### src/rtl/pus_ram.sv
// Generic single-port-write, single-port-read RAM with a registered read.
// Depends on nothing; the read data holds while no read is enabled.
module pus_ram #(
  parameter int WIDTH = 8,
  parameter int DEPTH = 256
) (
  input  logic                     clk,
  input  logic                     we,
  input  logic [$clog2(DEPTH)-1:0] waddr,
  input  logic [WIDTH-1:0]         wdata,
  input  logic                     re,
  input  logic [$clog2(DEPTH)-1:0] raddr,
  output logic [WIDTH-1:0]         rdata
);

  logic [WIDTH-1:0] mem_r [DEPTH];
  logic [WIDTH-1:0] rdata_r;

  always_ff @(posedge clk) begin
    if (we) begin
      mem_r[waddr] <= wdata;
    end
    if (re) begin
      rdata_r <= mem_r[raddr];
    end
  end

  assign rdata = rdata_r;

endmodule
### config.mk
export PLATFORM = sky130hd
export DESIGN_NAME = pus_ram
export DESIGN_NICKNAME = d
export VERILOG_FILES = /design/src/rtl/pus_ram.sv
export SDC_FILE = /design/constraint.sdc
export NUM_CORES = 2
export LEC_CHECK = 0
export ABC_AREA = 0
export ABC_CLOCK_PERIOD_IN_PS = 5450
export BUFFER_PORTS_ARGS = -buffer_cell sky130_fd_sc_hd__buf_4
export CAP_MARGIN = 25
export CORE_ASPECT_RATIO = 0.6
export CORE_MARGIN = 5
export CORE_UTILIZATION = 60
export DETAILED_ROUTE_END_ITERATION = 7
export GPL_ROUTABILITY_DRIVEN = 1
export PLACE_DENSITY = 0.8
export SYNTH_ARGS = -nofsm -noshare
export SYNTH_HDL_FRONTEND = slang
export SYNTH_SLANG_ARGS = --single-unit
export TNS_END_PERCENT = 5
### constraint.sdc
create_clock -name clk -period 5.45 [get_ports clk]
set_input_delay 0.2725 -clock clk [delete_from_list [all_inputs] [get_ports clk]]
set_output_delay 0.2725 -clock clk [all_outputs]
set_load 0.05 [all_outputs]
After elaboration in Yosys (flattened, before gate mapping)
Memory sizes are Yosys's and may differ from the RTL's. A register that Yosys moved wholly into a read port is not among the register bits.
Cells that the tools add are included.
Widths: inputs -> output; s select.
Operators by class
  muxes and demuxes: 2
Operators by type and width (number)
  $mux 1: 2
Storage, ports and cells
  flip-flop bits (word level): 0
  memory bits (writable): 2048
  input bits: 27
  output and inout bits: 8
  logic and storage cells: 3
  memories: 1
Memory list
  mem_r: depth 256, bits a word 8, rd ports 1, clocked after Yosys merged registers in 1, wr ports 1, RTL line 16  | logic [WIDTH-1:0] mem_r [DEPTH];

Logic depth before layout (Yosys ltp)
  depth after elaboration: 2
  gate-level depth with buffers: 11
  depth with buffers taken out: 6

Least setup slack after synthesis
No wires, ideal clock.
  kind: input to register
  start: input raddr[0]
  end: register rdata_r[2], in the netlist rdata[2] (read register of mem_r) (data pin)
  library setup time: 269 ps
  arrival: 2080 ps
  data required time: 5181 ps
  path slack: 3101 ps
  stages on the path: 9
  path buffers: 4
  cells stage by stage: buf_6 -> buf_12 -> buf_8 -> buf_2 -> mux4_2 -> a22oi_1 -> a21oi_1 -> nor4_1 -> nor4_2
RTL lines
  start, declared: RTL line 12  | input logic [$clog2(DEPTH)-1:0] raddr,
  end, declared: RTL line 17  | logic [WIDTH-1:0] rdata_r;

==> flow_summary.toml <==
[sta]
finalWorstPathRequiredPeriod_ns = 3.434
final-max-slew-violation-count = 0
setup_viol = 0
rsz0062_at_grt = "false"
relSlewSlack = 0.1652
fin_tns_setup_ns = 0
clock-skew-final_ns = 0.03442
finalCritPeriodShare = 0.6302
max_slew.worst_pin.slew_ns = 1.252
maxClockFrequency_mhz = 291.2
final_worst_setup_slack_ns = 2.016
hold_violations = 0

[floorplan]
die_area_mm2 = 0.1404
die_h_um = 292.2
floorplan.initialDensity = 0.6046
die_x_um = 480.3
i_o_pin_total = 35
placementRows = 103
floorplan.core_area_mm2 = 0.1317

[global_route]
groute.usage.overall = 0.2963
grt_overflow_total = 0
grt_pass1_vias = 40490
global_route_wire_length_before_repair_um = 296500
grt_start_max_net_pins = 213
grt_antenna_before_repair = 13

[place]
port_buffers = 34
pre_cts_slack_ns = 1.411
detailed_place_hpwl_um = 118700
place.gp.congestion = 0.9163

[drt]
first_iter_violations = 7331
drt-pass1-iter-count = 6
finalWirelength_um = 206100
detail_route.wl_per_cell_um = 35.88
detail-route-antenna-nets = 0
num_vias = 41320
via_per_inst = 7.194
route.detailed.drc = 0

[setup_path]
cp_cell_sequence = "buf_8 -> buf_12 -> buf_4 -> mux2i_1 -> o221ai_1 -> o211ai_1 -> a21oi_1 -> nor4_1 -> buf_2 -> nor4_2"
worst_path_largest_cell_delay_ns = 0.68
path_delay_family = "buffers and inverters"
required_time_reported_for_the_critical_path_endpoint_ns = 5.96
setup.worst_path.start_class = "primary input"
worst-path-max-fanout = 64
arrival_ns = 3.94
worstSetupEndpointType = "flop"
cp_num_buf_inv = 4
timing.critical_path.slowest_stage_cell = "sky130_fd_sc_hd__nor4_1"
critPathKind = "primary input to flop"

[logic_synthesis]
synth_area_mm2 = 0.07964
nets_in_the_synthesized_netlist = 3760
yosys_register_bits = 2056
yosysUniqueCellTypes = 54
synthArstFlopShare = 0
synthesis.instances = 3733
dominant_register_cell_in_the_synthesized_netlist = "sky130_fd_sc_hd__edfxtp_1"
ys.warnings.count = 0
sequential_element_share_of_the_synthesized_area = 0.7753
syn_area_per_cell_um2 = 21.33
synth-edff-count = 2056

[clock_network]
cts_repair_resize_count = 0
clock_latency_ns = 0.80
number_of_buffers_inserted_for_hold_repair_after_clock_tree_synthesis = 3
cts_num_sinks = 2056
post-cts-setup-buffer-count = 0
tritoncts_clock_tree = "yes"
cts_root_buf = "sky130_fd_sc_hd__clkbuf_16"
clkTransAtPathRegs_ns = 0.07
cts.path.max_buffers = 3
tritoncts.num_buffers = 166
cts_htree_levels = 4

[pwr]
seq_power_share = 0.561
total_power_density_per_cell_area_mw_per_mm2 = 356.8
power.share.combinational = 0.052
cell_internal_pwr_w = 0.02446
swShare = 0.2144
power.share.clock = 0.387
worst_ir_drop_vdd_uv = 331.8
p_sw_w = 0.006676
leakagePower_nw = 26.73

[worst_hold_path]
hold_path.class = "primary input to flop"

[final_layout]
area_growth_pct = 9.584
nNetsFinal = 3849
layout-drive-gt1-share = 0.2146

[flow_run]
maxCapViolations = 0

[outcome]
run_status = "finished clean"
-- per-layer routing --
layer  vias up  global-route usage  part of all wire
met5         -            0.007353            0.0015
met4        22             0.09435             0.034
met3       532              0.1181              0.17
met2      3774              0.4148              0.44
met1     21150              0.4347              0.36
li1      15840                   -                 -
-- final cells by class --
type	count	area, µm²
antenna	6	15.01
clock buffer	215	4487
clock inverter	83	794.5
fill	7905	44440
inverter	2	7.507
multi-input combinational	1442	16480
sequential	2056	61740
tap	1785	2233
timing repair buffer	154	1516
-- through the flow --
stage | total power, W | area (µm²) | hold WS, ns | std cells | util
finish | 0.03114 | 87270 | 0.1317 | 5743 | 0.6626
global route | 0.03193 | 87260 | 0.1354 | 5738 | 0.6625
CTS | 0.03108 | 87050 | 0.08663 | 5722 | 0.6609
detailed placement | 0.01935 | 81740 | 0.6772 | 5421 | 0.6206
global placement | 0.01931 | 81670 | 0.6774 | 5411 | 0.6201
floorplan | 0.01866 | 79640 | 0.3714 | 3733 | -
-- cell usage after synthesis, types with 13 or more instances --
cell	instances	area share
sky130_fd_sc_hd__a211oi_1	16	0.0015
sky130_fd_sc_hd__clkbuf_1	111	0.0052
sky130_fd_sc_hd__buf_4	27	0.0025
sky130_fd_sc_hd__nor3_1	22	0.0014
sky130_fd_sc_hd__buf_8	13	0.0025
sky130_fd_sc_hd__a22oi_1	133	0.013
sky130_fd_sc_hd__nor2_1	282	0.013
sky130_fd_sc_hd__buf_1	22	0.0010
sky130_fd_sc_hd__nand2_1	33	0.0016
sky130_fd_sc_hd__a21oi_1	96	0.0060
sky130_fd_sc_hd__mux4_2	454	0.13
sky130_fd_sc_hd__edfxtp_1	2056	0.78
sky130_fd_sc_hd__nor4_1	24	0.0019
sky130_fd_sc_hd__buf_6	21	0.0030
sky130_fd_sc_hd__o22ai_1	28	0.0022
sky130_fd_sc_hd__buf_2	31	0.0019
sky130_fd_sc_hd__nand3_1	34	0.0021
sky130_fd_sc_hd__mux2i_1	134	0.017
sky130_fd_sc_hd__o221ai_1	46	0.0051
sky130_fd_sc_hd__a221oi_1	13	0.0014
sky130_fd_sc_hd__nor2b_1	31	0.0024
-- power by group through the flow --
stage	clock network (W)	logic (W)	registers, W
floorplan	0	0.000847	0.0178
global placement	0	0.00151	0.0178
detailed placement	0	0.00155	0.0178
CTS	0.0120	0.00157	0.0175
global route	0.0128	0.00168	0.0174
finish	0.0121	0.00162	0.0175
-- registers in the layout, indices dropped and copies added, names as in the netlist --
name	count
mem_r	2048
rdata	8
-- cell usage in the layout (no fill, tap or decap), drive strengths merged, types with 2 or more instances in the layout --
master / n
inv: 11
buf: 140
a31oi: 2
clkinvlp: 3
o22ai: 28
nor3: 22
edfxtp: 2056
bufinv: 14
nand2b: 8
a22oi: 133
a2111oi: 5
mux4: 456
a22o: 8
a211oi: 16
o21ai: 12
a221oi: 14
nor2b: 31
clkbuf: 225
a311oi: 2
mux2i: 134
nand4: 10
o32ai: 5
o221ai: 47
and2: 6
diode: 6
and3b: 2
or2: 4
o211ai: 10
o22a: 5
clkinv: 57
nand3b: 2
nor2: 282
a21oi: 96
nor4: 27
nand2: 33
dlygate4sd3: 4
nand3: 34
-- final timing paths --
path	start	end	slack (ns)	depth (start not counted)
setup / recovery	raddr[0]	rdata[2]	2.02	10
hold / removal	wdata[6]	mem_r[83][6]	0.13	1
setup reg to reg	mem_r[83][3]	rdata[3]	2.32	6
hold reg to reg	mem_r[32][5]	rdata[5]	1.07	6
-- cells by family after synthesis --
kind of cell    share of synthesized area
flops                              0.7753
compound gates                    0.03416
buf+inv                           0.01829
mux                                0.1460
simple gates                      0.02625
Power figures use the tool's default switching activity.
